File: config.mk
export PLATFORM = sky130hd
export DESIGN_NAME = sequential_list_insert_remove_core
export DESIGN_NICKNAME = d
export VERILOG_FILES = /design/src/hw/rtl/slir_pkg.sv /design/src/hw/rtl/slir_ram.sv /design/src/hw/rtl/slir_dpath.sv /design/src/hw/rtl/slir_ctrl.sv /design/src/hw/rtl/sequential_list_insert_remove_core.sv
export VERILOG_INCLUDE_DIRS = /design/src /design/src/hw/rtl
export SDC_FILE = /design/constraint.sdc
export NUM_CORES = 2
export LEC_CHECK = 0
export BUFFER_PORTS_ARGS = -buffer_cell sky130_fd_sc_hd__buf_2
export CAP_MARGIN = 30
export CORE_ASPECT_RATIO = 1.1
export CORE_MARGIN = 1.5
export CORE_UTILIZATION = 25
export CTS_CLUSTER_SIZE = 25
export DETAILED_ROUTE_END_ITERATION = 12
export PLACE_DENSITY = 0.36
export SLEW_MARGIN = 25
export SYNTH_ARGS = -nofsm -noshare
export SYNTH_HDL_FRONTEND = slang
export SYNTH_HIERARCHICAL = 1
export SYNTH_SLANG_ARGS = --single-unit
File: constraint.sdc
create_clock -name i_clk -period 5.2 [get_ports i_clk]
set_input_delay 0.26 -clock i_clk [delete_from_list [all_inputs] [get_ports i_clk]]
set_output_delay 0.26 -clock i_clk [all_outputs]
set_load 0.01 [all_outputs]
File: src/hw/rtl/sequential_list_insert_remove_core_macros.svh
// Assertion macros shared by the list core RTL.
// Included by the controller and datapath; needs nothing else.
`ifndef SEQUENTIAL_LIST_INSERT_REMOVE_CORE_MACROS_SVH
`define SEQUENTIAL_LIST_INSERT_REMOVE_CORE_MACROS_SVH

// Same-cycle implication, disabled during reset
`define SLIR_ASSERT_IMP(lbl, clk, rst_n, ante, cons) \
    lbl: assert property (@(posedge clk) disable iff (!rst_n) (ante) |-> (cons)) \
        else $error("same-cycle implication failed");

// Next-cycle implication, disabled during reset
`define SLIR_ASSERT_NXT(lbl, clk, rst_n, ante, cons) \
    lbl: assert property (@(posedge clk) disable iff (!rst_n) (ante) |=> (cons)) \
        else $error("next-cycle implication failed");

`endif

File: src/hw/rtl/slir_pkg.sv
// Shared types and codes for the sequential list core.
// No dependencies; imported by the controller, datapath and top level.
`timescale 1ns / 1ps

package slir_pkg;

    // Fixed field widths of the transaction ports
    localparam int ACTION_W = 3;
    localparam int POS_W    = 7;
    localparam int VALUE_W  = 32;
    localparam int STATUS_W = 2;
    localparam int COUNT_W  = 7;

    // Action codes
    typedef enum logic [ACTION_W-1:0] {
        ACT_INS_FRONT = 3'd0,
        ACT_INS_BACK  = 3'd1,
        ACT_INS_AT    = 3'd2,
        ACT_REM_FRONT = 3'd3,
        ACT_REM_BACK  = 3'd4,
        ACT_REM_AT    = 3'd5,
        ACT_READ_AT   = 3'd6
    } t_action;

    // Status codes
    localparam logic [STATUS_W-1:0] ST_OK    = 2'd0;
    localparam logic [STATUS_W-1:0] ST_FULL  = 2'd1;
    localparam logic [STATUS_W-1:0] ST_EMPTY = 2'd2;
    localparam logic [STATUS_W-1:0] ST_RANGE = 2'd3;

    // Commands from controller to datapath
    typedef struct packed {
        logic latch;        // capture a new transaction
        logic decode;       // load target index and walk pointer
        logic rd_pos;       // read memory at the target index
        logic take_result;  // capture read data as result
        logic shift;        // one shift step: read walk pointer, advance
        logic place;        // write inserted word at the target index
        logic finish;       // update count, load output register
    } t_cmd;

    // Status from datapath to controller
    typedef struct packed {
        logic run;          // action does work (no error, not unused code)
        logic ins;          // insert class
        logic rd;           // read-only action
        logic need_shift;   // entries must move
        logic last;         // walk pointer at final entry
        logic out_free;     // output register can take a result
    } t_sts;

endpackage

File: src/hw/rtl/slir_ram.sv
// Generic simple dual-port RAM, one write and one registered read port.
// No dependencies.
`timescale 1ns / 1ps

module slir_ram #(
    parameter int WIDTH = 32,
    parameter int DEPTH = 64
) (
    input  logic                     i_clk,
    input  logic                     i_we,
    input  logic [$clog2(DEPTH)-1:0] i_waddr,
    input  logic [WIDTH-1:0]         i_wdata,
    input  logic                     i_re,
    input  logic [$clog2(DEPTH)-1:0] i_raddr,
    output logic [WIDTH-1:0]         o_rdata
);

    logic [WIDTH-1:0] r_mem [DEPTH];
    logic [WIDTH-1:0] r_rdata;

    // Write port
    always_ff @(posedge i_clk) begin
        if (i_we) begin
            r_mem[i_waddr] <= i_wdata;
        end
    end

    // Registered read port
    always_ff @(posedge i_clk) begin
        if (i_re) begin
            r_rdata <= r_mem[i_raddr];
        end
    end

    assign o_rdata = r_rdata;

endmodule

File: src/hw/rtl/slir_dpath.sv
// Datapath of the list core: transaction registers, decode, fill count,
// list memory with shift walk, output register. Uses slir_pkg and slir_ram.
`timescale 1ns / 1ps
`include "sequential_list_insert_remove_core_macros.svh"

module slir_dpath
    import slir_pkg::*;
#(
    parameter int DEPTH      = 64,
    parameter int DATA_WIDTH = 32
) (
    input  logic                i_clk,
    input  logic                i_rst_n,
    input  t_cmd                i_cmd,
    output t_sts                o_sts,
    input  logic [ACTION_W-1:0] i_action,
    input  logic [POS_W-1:0]    i_position,
    input  logic [VALUE_W-1:0]  i_value,
    output logic                o_out_valid,
    input  logic                i_out_ready,
    output logic [VALUE_W-1:0]  o_removed_value,
    output logic [STATUS_W-1:0] o_status,
    output logic [COUNT_W-1:0]  o_entry_count
);

    localparam int AW = $clog2(DEPTH);
    localparam int CW = $clog2(DEPTH + 1);
    localparam int W  = (CW > POS_W) ? CW : POS_W;

    // Transaction registers
    logic [ACTION_W-1:0]   r_action;
    logic [POS_W-1:0]      r_pos_in;
    logic [DATA_WIDTH-1:0] r_value;
    logic [DATA_WIDTH-1:0] r_result;

    // List control
    logic [CW-1:0] r_count;
    logic [CW-1:0] n_count;
    logic [AW-1:0] r_pos;
    logic [AW-1:0] r_idx;
    logic [AW-1:0] r_wr_addr;
    logic          r_up;
    logic          r_pend;

    // Output register
    logic                r_out_valid;
    logic [VALUE_W-1:0]  r_out_value;
    logic [STATUS_W-1:0] r_out_status;
    logic [COUNT_W-1:0]  r_out_count;

    // Decode
    logic [W-1:0]        cnt_w;
    logic [W-1:0]        pos_w;
    logic [W-1:0]        cnt_m1_w;
    logic [W-1:0]        d_eff;
    logic [W-1:0]        d_eff_p1;
    logic                d_ins;
    logic                d_rem;
    logic                d_rd;
    logic                d_err;
    logic [STATUS_W-1:0] d_status;
    logic                full;
    logic                empty;

    // Memory ports
    logic                  ram_we;
    logic [AW-1:0]         ram_waddr;
    logic [DATA_WIDTH-1:0] ram_wdata;
    logic                  ram_re;
    logic [AW-1:0]         ram_raddr;
    logic [DATA_WIDTH-1:0] ram_rdata;

    assign cnt_w    = W'(r_count);
    assign pos_w    = W'(r_pos_in);
    assign cnt_m1_w = cnt_w - W'(1);
    assign full     = (r_count == CW'(DEPTH));
    assign empty    = (r_count == '0);

    // Classify the action, resolve target index and error status
    always_comb begin
        d_ins    = 1'b0;
        d_rem    = 1'b0;
        d_rd     = 1'b0;
        d_eff    = '0;
        d_status = ST_OK;
        unique case (r_action)
            ACT_INS_FRONT: d_ins = 1'b1;
            ACT_INS_BACK: begin
                d_ins = 1'b1;
                d_eff = cnt_w;
            end
            ACT_INS_AT: begin
                d_ins = 1'b1;
                d_eff = pos_w;
            end
            ACT_REM_FRONT: d_rem = 1'b1;
            ACT_REM_BACK: begin
                d_rem = 1'b1;
                d_eff = cnt_m1_w;
            end
            ACT_REM_AT: begin
                d_rem = 1'b1;
                d_eff = pos_w;
            end
            ACT_READ_AT: begin
                d_rd  = 1'b1;
                d_eff = pos_w;
            end
            default: ;
        endcase
        if (d_ins) begin
            if (full) begin
                d_status = ST_FULL;
            end else if (d_eff > cnt_w) begin
                d_status = ST_RANGE;
            end
        end else if (d_rem || d_rd) begin
            if (empty) begin
                d_status = ST_EMPTY;
            end else if (d_eff >= cnt_w) begin
                d_status = ST_RANGE;
            end
        end
    end

    assign d_err    = (d_status != ST_OK);
    assign d_eff_p1 = d_eff + W'(1);

    // Status toward the controller
    assign o_sts.run        = !d_err && (d_ins || d_rem || d_rd);
    assign o_sts.ins        = d_ins;
    assign o_sts.rd         = d_rd;
    assign o_sts.need_shift = d_ins ? (cnt_w > d_eff) : (d_eff_p1 < cnt_w);
    assign o_sts.last       = r_up ? (r_idx == r_pos) : (r_idx == cnt_m1_w[AW-1:0]);
    assign o_sts.out_free   = !r_out_valid || i_out_ready;

    // Capture transaction, decode target, walk the shift pointer
    always_ff @(posedge i_clk) begin
        if (i_cmd.latch) begin
            r_action <= i_action;
            r_pos_in <= i_position;
            r_value  <= DATA_WIDTH'(i_value);
            r_result <= '0;
        end
        if (i_cmd.take_result) begin
            r_result <= ram_rdata;
        end
        if (i_cmd.decode) begin
            r_pos <= d_eff[AW-1:0];
            r_up  <= d_ins;
            r_idx <= d_ins ? cnt_m1_w[AW-1:0] : d_eff_p1[AW-1:0];
        end
        if (i_cmd.shift) begin
            r_wr_addr <= r_up ? r_idx + AW'(1) : r_idx - AW'(1);
            r_idx     <= r_up ? r_idx - AW'(1) : r_idx + AW'(1);
        end
    end

    // Pending write follows each shift read in the next cycle
    always_ff @(posedge i_clk) begin
        if (!i_rst_n) begin
            r_pend <= 1'b0;
        end else begin
            r_pend <= i_cmd.shift;
        end
    end

    // Memory port selection
    assign ram_re    = i_cmd.rd_pos || i_cmd.shift;
    assign ram_raddr = i_cmd.rd_pos ? r_pos : r_idx;
    assign ram_we    = r_pend || i_cmd.place;
    assign ram_waddr = r_pend ? r_wr_addr : r_pos;
    assign ram_wdata = r_pend ? ram_rdata : r_value;

    slir_ram #(
        .WIDTH (DATA_WIDTH),
        .DEPTH (DEPTH)
    ) u_ram (
        .i_clk   (i_clk),
        .i_we    (ram_we),
        .i_waddr (ram_waddr),
        .i_wdata (ram_wdata),
        .i_re    (ram_re),
        .i_raddr (ram_raddr),
        .o_rdata (ram_rdata)
    );

    // Next fill count at finish
    always_comb begin
        n_count = r_count;
        if (!d_err && d_ins) begin
            n_count = r_count + CW'(1);
        end else if (!d_err && d_rem) begin
            n_count = r_count - CW'(1);
        end
    end

    // Fill count
    always_ff @(posedge i_clk) begin
        if (!i_rst_n) begin
            r_count <= '0;
        end else if (i_cmd.finish) begin
            r_count <= n_count;
        end
    end

    // Output valid: set on finish, drop when taken
    always_ff @(posedge i_clk) begin
        if (!i_rst_n) begin
            r_out_valid <= 1'b0;
        end else if (i_cmd.finish) begin
            r_out_valid <= 1'b1;
        end else if (i_out_ready) begin
            r_out_valid <= 1'b0;
        end
    end

    // Output payload
    always_ff @(posedge i_clk) begin
        if (i_cmd.finish) begin
            r_out_value  <= VALUE_W'(r_result);
            r_out_status <= d_status;
            r_out_count  <= COUNT_W'(n_count);
        end
    end

    assign o_out_valid     = r_out_valid;
    assign o_removed_value = r_out_value;
    assign o_status        = r_out_status;
    assign o_entry_count   = r_out_count;

    `SLIR_ASSERT_IMP(a_no_write_clash, i_clk, i_rst_n, i_cmd.place, !r_pend)
    `SLIR_ASSERT_IMP(a_count_bound, i_clk, i_rst_n, 1'b1, r_count <= CW'(DEPTH))
    `SLIR_ASSERT_NXT(a_ins_count, i_clk, i_rst_n, i_cmd.finish && d_ins && !d_err, r_count == CW'($past(r_count) + CW'(1)))

endmodule

File: src/hw/rtl/slir_ctrl.sv
// Controller of the list core: sequences decode, read, shift walk,
// placement and result hand-off. Uses slir_pkg.
`timescale 1ns / 1ps
`include "sequential_list_insert_remove_core_macros.svh"

module slir_ctrl
    import slir_pkg::*;
(
    input  logic i_clk,
    input  logic i_rst_n,
    input  logic i_in_valid,
    output logic o_in_ready,
    input  t_sts i_sts,
    output t_cmd o_cmd
);

    typedef enum logic [7:0] {
        S_IDLE      = 8'b0000_0001,
        S_DECODE    = 8'b0000_0010,
        S_READ      = 8'b0000_0100,
        S_READ_WAIT = 8'b0000_1000,
        S_SHIFT     = 8'b0001_0000,
        S_DRAIN     = 8'b0010_0000,
        S_PLACE     = 8'b0100_0000,
        S_DONE      = 8'b1000_0000
    } t_state;

    t_state r_state;
    t_state n_state;
    logic   accept;

    assign o_in_ready = (r_state == S_IDLE);
    assign accept     = i_in_valid && o_in_ready;

    // Next state and commands
    always_comb begin
        n_state = r_state;
        o_cmd   = '0;
        unique case (r_state)
            S_IDLE: begin
                if (accept) begin
                    o_cmd.latch = 1'b1;
                    n_state     = S_DECODE;
                end
            end
            S_DECODE: begin
                o_cmd.decode = 1'b1;
                if (!i_sts.run) begin
                    n_state = S_DONE;
                end else if (i_sts.ins) begin
                    n_state = i_sts.need_shift ? S_SHIFT : S_PLACE;
                end else begin
                    n_state = S_READ;
                end
            end
            S_READ: begin
                o_cmd.rd_pos = 1'b1;
                n_state      = S_READ_WAIT;
            end
            S_READ_WAIT: begin
                o_cmd.take_result = 1'b1;
                n_state = (i_sts.rd || !i_sts.need_shift) ? S_DONE : S_SHIFT;
            end
            S_SHIFT: begin
                o_cmd.shift = 1'b1;
                if (i_sts.last) begin
                    n_state = S_DRAIN;
                end
            end
            S_DRAIN: begin
                n_state = i_sts.ins ? S_PLACE : S_DONE;
            end
            S_PLACE: begin
                o_cmd.place = 1'b1;
                n_state     = S_DONE;
            end
            S_DONE: begin
                if (i_sts.out_free) begin
                    o_cmd.finish = 1'b1;
                    n_state      = S_IDLE;
                end
            end
            default: n_state = S_IDLE;
        endcase
    end

    // State register
    always_ff @(posedge i_clk) begin
        if (!i_rst_n) begin
            r_state <= S_IDLE;
        end else begin
            r_state <= n_state;
        end
    end

    `SLIR_ASSERT_NXT(a_accept_decode, i_clk, i_rst_n, accept, r_state == S_DECODE)
    `SLIR_ASSERT_IMP(a_drain_after_shift, i_clk, i_rst_n, r_state == S_DRAIN, $past(r_state) == S_SHIFT)

endmodule

File: src/hw/rtl/sequential_list_insert_remove_core.sv
// Transactions are handled one at a time: an insert walks the entries it moves, then
// places the value; a remove or read first fetches the target entry, and a remove
// then walks any entries behind it; an error or unused action code goes straight to
// the result. The shift walk moves one entry per cycle through the list memory's
// registered read port. Reset (synchronous, active low) clears the fill count and
// control state; list memory contents are not cleared and no clearing pass is run.
`timescale 1ns / 1ps

module sequential_list_insert_remove_core
    import slir_pkg::*;
#(
    parameter int DEPTH      = 64,
    parameter int DATA_WIDTH = 32
) (
    input  logic                i_clk,
    input  logic                i_rst_n,
    input  logic                i_in_valid,
    output logic                o_in_ready,
    input  logic [ACTION_W-1:0] i_action,
    input  logic [POS_W-1:0]    i_position,
    input  logic [VALUE_W-1:0]  i_value,
    output logic                o_out_valid,
    input  logic                i_out_ready,
    output logic [VALUE_W-1:0]  o_removed_value,
    output logic [STATUS_W-1:0] o_status,
    output logic [COUNT_W-1:0]  o_entry_count
);

    t_cmd cmd;
    t_sts sts;

    // Sequencer
    slir_ctrl u_ctrl (
        .i_clk      (i_clk),
        .i_rst_n    (i_rst_n),
        .i_in_valid (i_in_valid),
        .o_in_ready (o_in_ready),
        .i_sts      (sts),
        .o_cmd      (cmd)
    );

    // List storage and result path
    slir_dpath #(
        .DEPTH      (DEPTH),
        .DATA_WIDTH (DATA_WIDTH)
    ) u_dpath (
        .i_clk           (i_clk),
        .i_rst_n         (i_rst_n),
        .i_cmd           (cmd),
        .o_sts           (sts),
        .i_action        (i_action),
        .i_position      (i_position),
        .i_value         (i_value),
        .o_out_valid     (o_out_valid),
        .i_out_ready     (i_out_ready),
        .o_removed_value (o_removed_value),
        .o_status        (o_status),
        .o_entry_count   (o_entry_count)
    );

endmodule
* After elaboration in Yosys (flattened, before gate mapping)
Memory sizes are Yosys's and may differ from the RTL's. A register that Yosys moved wholly into a read port is not among the register bits.
Index checks and enable logic that the tools add are counted.
** Operators by class
- $add $sub $neg :: 5
- $lt $le $gt $ge :: 4
- Eq/ne operators :: 20
- Muxes and demuxes :: 46
- Reduce and logical (&&, ||, !) cells :: 24
** Operators by type and width (number)
- $mux W32 :: 3
- $pmux W8 S8 :: 1
- $mux W8 :: 7
- $mux W6 :: 7
- $mux W7 :: 3
- $pmux W7 S3 :: 1
- $mux W1 :: 18
- $add A7 B1 Y7 const B :: 2
- $gt A7 B7 Y1 :: 2
- $eq A6 B6 Y1 :: 2
- $mux W2 :: 6
- $eq A3 B3 Y1 const B :: 3
- $reduce_or A3 Y1 :: 3
- $eq A8 B1 Y1 const B :: 1
- $eq A8 B2 Y1 const B :: 1
- $eq A8 B3 Y1 const B :: 1
- $eq A8 B4 Y1 const B :: 1
- $eq A8 B5 Y1 const B :: 1
- $eq A8 B6 Y1 const B :: 1
- $eq A8 B7 Y1 const B :: 1
- $eq A8 B8 Y1 const B :: 1
- $reduce_bool A2 Y1 :: 4
- $eq A7 B7 Y1 const B :: 1
- $ge A7 B7 Y1 :: 1
- 13 further kinds :: 27
** Word-level totals
- Register bits after elaboration :: 151
- RAM bits :: 2048
- Word-level logic and storage cells :: 115
- Memories kept :: 1
** Memory list
- u_dpath.u_ram.r_mem :: words 64, width 32, read ports 1, clocked after memory_dff 1, write ports 1, line slir_ram.sv:18 : logic [WIDTH-1:0] r_mem [DEPTH];

* Longest topological paths before layout
- Depth in word-level cells :: 13
- Depth in mapped cells :: 18

* By module
The synthesis kept the hierarchy.
** By module, submodules not included
- slir_ram :: instances 1, cells each 3324, area an instance 78835.6 um2, seq. area each 62459.9 um2
- slir_dpath :: instances 1, cells each 544, area an instance 6964.2 um2, seq. area each 4204.0 um2
- slir_ctrl :: instances 1, cells each 71, area an instance 574.3 um2, seq. area each 160.2 um2

* Least setup slack after synthesis
No wires, ideal clock.
- Kind :: reg-to-reg
- Start :: register u_dpath.r_pend
- End :: memory u_dpath.u_ram.r_mem[48][0], enable pin
- Setup time :: 461 ps
- Arrival time :: 3701 ps
- Data required time :: 4739 ps
- Path slack :: 1038 ps
- Cell stages (with the launch flop) :: 6
- Path buffers :: 2
- Period minus slack after synthesis :: 4162 ps
- Path through :: dfxtp_1 > clkbuf_1 > buf_1 > mux2_2 > nand4b_1 > nor3_1
** RTL lines
- from (decl) :: line slir_dpath.sv:43 : logic r_pend;
- from (signal assigned) :: line slir_dpath.sv:164 : r_pend <= i_cmd.shift;
- $mux W6 :: line slir_dpath.sv:172 : assign ram_waddr = r_pend ? r_wr_addr : r_pos;
- net u_dpath.ram_waddr[0] :: line slir_dpath.sv:67 : logic [AW-1:0] ram_waddr;
- to (decl) :: line slir_ram.sv:18
The timed path passes the listed nets, and every way through them passes these cells.

==> out/metrics.csv <==
stage,metric,value,unit
outcome,status,"finished, final reports clean",
setup_path,worstPathMaxFanout,28,
clocking,cts.sinks,2231,
floorplan,core_area,344000,µm²
final_layout,register_area,66800,µm²
global_routing,grt.overflow.total,0,
logic_synthesis,async_reset_ff_share,0,%
clocking,clk_pin_slew,60,ps
timing,min_period_over_period,95.1,%
min_path,min_path_type,in2reg,
setup_path,arrival,5580,ps
logic_synthesis,yosysWarnings,6,
final_layout,multi_input_area,19000,µm²
routing,viasPerCell,4.60,
power,powerDensity,370,nW/µm²
timing,layout_min_cycle_time,4950,ps
clocking,cts_buffers,247,
setup_path,reg2reg_depth,13,
setup_path,cp-end-kind,flop,
place,place_area,94700,µm²
final_layout,drive_above_1_share,30.1,%
global_routing,grt_pass1_wl,380,mm
global_routing,grt_max_degree,65,
min_path,min_from,i_position[1],
routing,detail-route-antenna-nets,0,
place,gp_congestion,0.758,
final_layout,instances_no_fill,9143,
place,dp_hpwl,167,mm
logic_synthesis,synth_top_area_share,77.0,%
timing,tightest_slew,1070,ps
global_routing,grt_pass1_vias,43967,
final_layout,final_util,29.9,%
routing,via_count,42072,
final_layout,final_nets,4443,
timing,slew_viol_final,0,
logic_synthesis,synth_area_per_cell,21.9,µm²
timing,fin_tns_setup,0,ps
timing,hold_violations,0,
floorplan,fp.dieW,563,µm
clocking,htreeDepth,4,
logic_synthesis,synth_ff_type,edfxtp_1,
logic_synthesis,yosysUniqueCellTypes,77,
global_routing,antenna_found_initial,20,
floorplan,die_h,619,µm
logic_synthesis,syn-num-nets,4005,
routing,drt-pass1-iter-count,7,
floorplan,io_pins,89,
floorplan,row_count,226,
timing,finalClockSkew,64.3,ps
place,port_buffers,88,
place,dpl_worst_slack,160,ps
setup_path,crit_required,5840,ps
timing,finalWorstSetupSlack,255,ps
logic_synthesis,synthCells,3939,
logic_synthesis,synth_top_area_cell,edfxtp_1,
setup_path,crit_path_start_kind,flop,
floorplan,die_area,349000,µm²
timing,rsz0062_at_grt,false,
final_layout,fill_cells,33288,
global_routing,groute.usage.overall,15.7,%
clocking,cts_root_buffer,clkbuf_16,
routing,wl,278,mm
routing,wl_per_cell,30.4,µm
routing,first_iter_violations,3690,
logic_synthesis,ys_ff_latch,2231,
logic_synthesis,seq_area_frac_synth,77.4,%
power,irDropWorstVdd,0.000288,V
setup_path,endpoint,u_dpath/u_ram/o_rdata[24]$_DFFE_PP_,
clocking,clock_path_buffers,4,
timing,worst_hold_slack,79.1,ps
job,drv_cap,0,
setup_path,crit_start,u_ctrl/r_state[6]$_SDFFE_PN0P_,
setup_path,timing.rr.end,u_dpath/u_ram/o_rdata[24]$_DFFE_PP_,
setup_path,reg2reg_slack,250,ps
final_layout,area_growth,19.2,%
timing,fmax,202,MHz
power,total_power,38.1,mW
final_layout,fin_area,103000,µm²
timing,setup_violations,0,
clocking,cts_tree,yes,
floorplan,initial_core_util,25.1,%
logic_synthesis,yosys-top-cells-area,"edfxtp_1, mux4_2, mux2i_1, nor2_1, o22ai_1",
power,p_leak,31.9,nW
setup_path,crit-reg2reg-launch,u_ctrl/r_state[6]$_SDFFE_PN0P_,
logic_synthesis,synth_area,86400,µm²
setup_path,worst-setup-path-type,reg2reg,
place,dp_cells,8631,
timing,relSlewSlack,29.0,%
routing,drc,0,
logic_synthesis,synth-edff-count,2214,
clocking,clk_latency,910,ps
[placed cells by master (no fill, tap or decap), drive strengths merged, types with 5 or more instances in the layout]
cell type	synthesis	final
edfxtp	2214	2214
mux4	544	544
buf	124	352
clkbuf	92	307
nor2	173	173
clkinv	1	109
mux2i	103	103
o22ai	88	88
a21oi	84	84
nand2	67	67
dlygate4sd3	0	53
mux2	41	41
and2	40	40
inv	28	32
o221ai	30	30
nor2b	27	27
o21ai	27	27
bufinv	0	21
ha	20	20
xnor2	19	19
nor3	19	19
nand2b	18	18
dfxtp	17	17
a22oi	17	17
nand3	15	15
and3	13	13
diode	0	10
nand4	10	10
a311oi	10	10
xor2	10	10
or2	9	9
nand3b	7	7
a211oi	7	7
o21a	6	6
a31oi	6	6
clkinvlp	0	5
or3	5	5
or3b	5	5
[cells by family (layout without fill, tap and decap cells)]
logic type               Yosys count  after routing  share of synthesized area, %
multiplexers                     688            688                          15.9
other                              0             10                             0
flip-flops                      2231           2231                          77.4
AO/OA/AOI/OAI                    306            306                          2.36
adder cells (fa/ha/maj)           20             20                         0.290
XOR/XNOR                          29             29                         0.311
AND/OR/NAND/NOR                  420            420                          2.41
buffers and inverters            245            879                          1.35
[flip-flops by register name, summed over array words and instances, names as in the netlist, 2 cells and up]
name,flops
u_dpath/r_idx,6
u_dpath/r_value,32
u_dpath/o_entry_count,7
u_dpath/cnt_w,7
u_dpath/u_ram/r_mem,2048
u_dpath/o_removed_value,32
u_dpath/o_status,2
u_dpath/r_wr_addr,6
u_dpath/r_action,3
u_dpath/pos_w,7
u_dpath/r_pos,6
u_dpath/r_result,32
u_dpath/u_ram/o_rdata,32
u_ctrl/r_state,8
[routing by layer]
metal	vias up	track usage, %	wire [µm]	part of all wire, %
li1	17477	-	-	-
met4	0	2.89	4550	1.6
met1	23433	21.2	123000	44
met3	299	2.09	10400	3.7
met2	863	27.1	139000	50
met5	-	0	0	0
[worst min path at each step]
| stage | to | slack, ps | depth (start not counted) |
|---|---|---|---|
| after detailed placement | u_dpath/o_removed_value[22]$_DFFE_PP_ | 400 | 0 |
| after CTS | u_dpath/pos_w[1]$_DFFE_PP_ | 2 | 2 |
| after floorplan | u_ctrl/r_state[0]$_SDFFE_PN1P_ | 330 | 1 |
| final | u_dpath/pos_w[1]$_DFFE_PP_ | 80 | 2 |
| after global placement | u_dpath/o_removed_value[7]$_DFFE_PP_ | 410 | 0 |
| after global routing | u_dpath/pos_w[6]$_DFFE_PP_ | 20 | 2 |
[synthesized netlist by cell type (24+ instances only)]
| cell type | number |
|---|---|
| nor2b_1 | 27 |
| mux2i_1 | 103 |
| o22ai_1 | 88 |
| o221ai_1 | 29 |
| mux2_2 | 41 |
| nand2_1 | 66 |
| o21ai_0 | 25 |
| nor2_1 | 171 |
| and2_1 | 40 |
| buf_1 | 24 |
| edfxtp_1 | 2214 |
| mux4_2 | 544 |
| buf_2 | 64 |
| a21oi_1 | 84 |
| inv_1 | 27 |
| clkbuf_1 | 92 |
| buf_4 | 28 |
[cell type report]
| type | instances | area share, % |
|---|---|---|
| clock buffer | 307 | 6.22 |
| antenna | 10 | 0.0243 |
| tap | 4560 | 5.54 |
| multi-input combinational | 1463 | 18.4 |
| clock inverter | 138 | 1.21 |
| timing repair buffer | 405 | 3.61 |
| inverter | 29 | 0.107 |
| sequential | 2231 | 64.9 |
[critical path: stages, from the launching register on]
cell	delay (ps)
dfxtp_1	410
nor4_4	410
nand2_1	160
nor2_1	420
nand2_1	180
o21ai_4	260
buf_16	230
buf_4	270
buf_12	250
mux4_2	560
mux2i_1	220
a21oi_1	230
a21oi_1	870
nor2_1	70
[report_power, final]
part / leakage [nW] / internal [mW] / switching [mW] / total (mW)
registers: 20.1 / 19.9 / 0.0387 / 20.0
clock network: 3.75 / 9.71 / 7.19 / 16.9
logic: 8.05 / 0.389 / 0.871 / 1.26
[repair_timing]
action | CTS | global route
setup buffers | 0 | 0
endpoints found under the hold margin | 58 | 0
gates resized for setup | 0 | 0
hold buffers | 53 | 0
No activity file was read; power rests on OpenSTA's default activity.
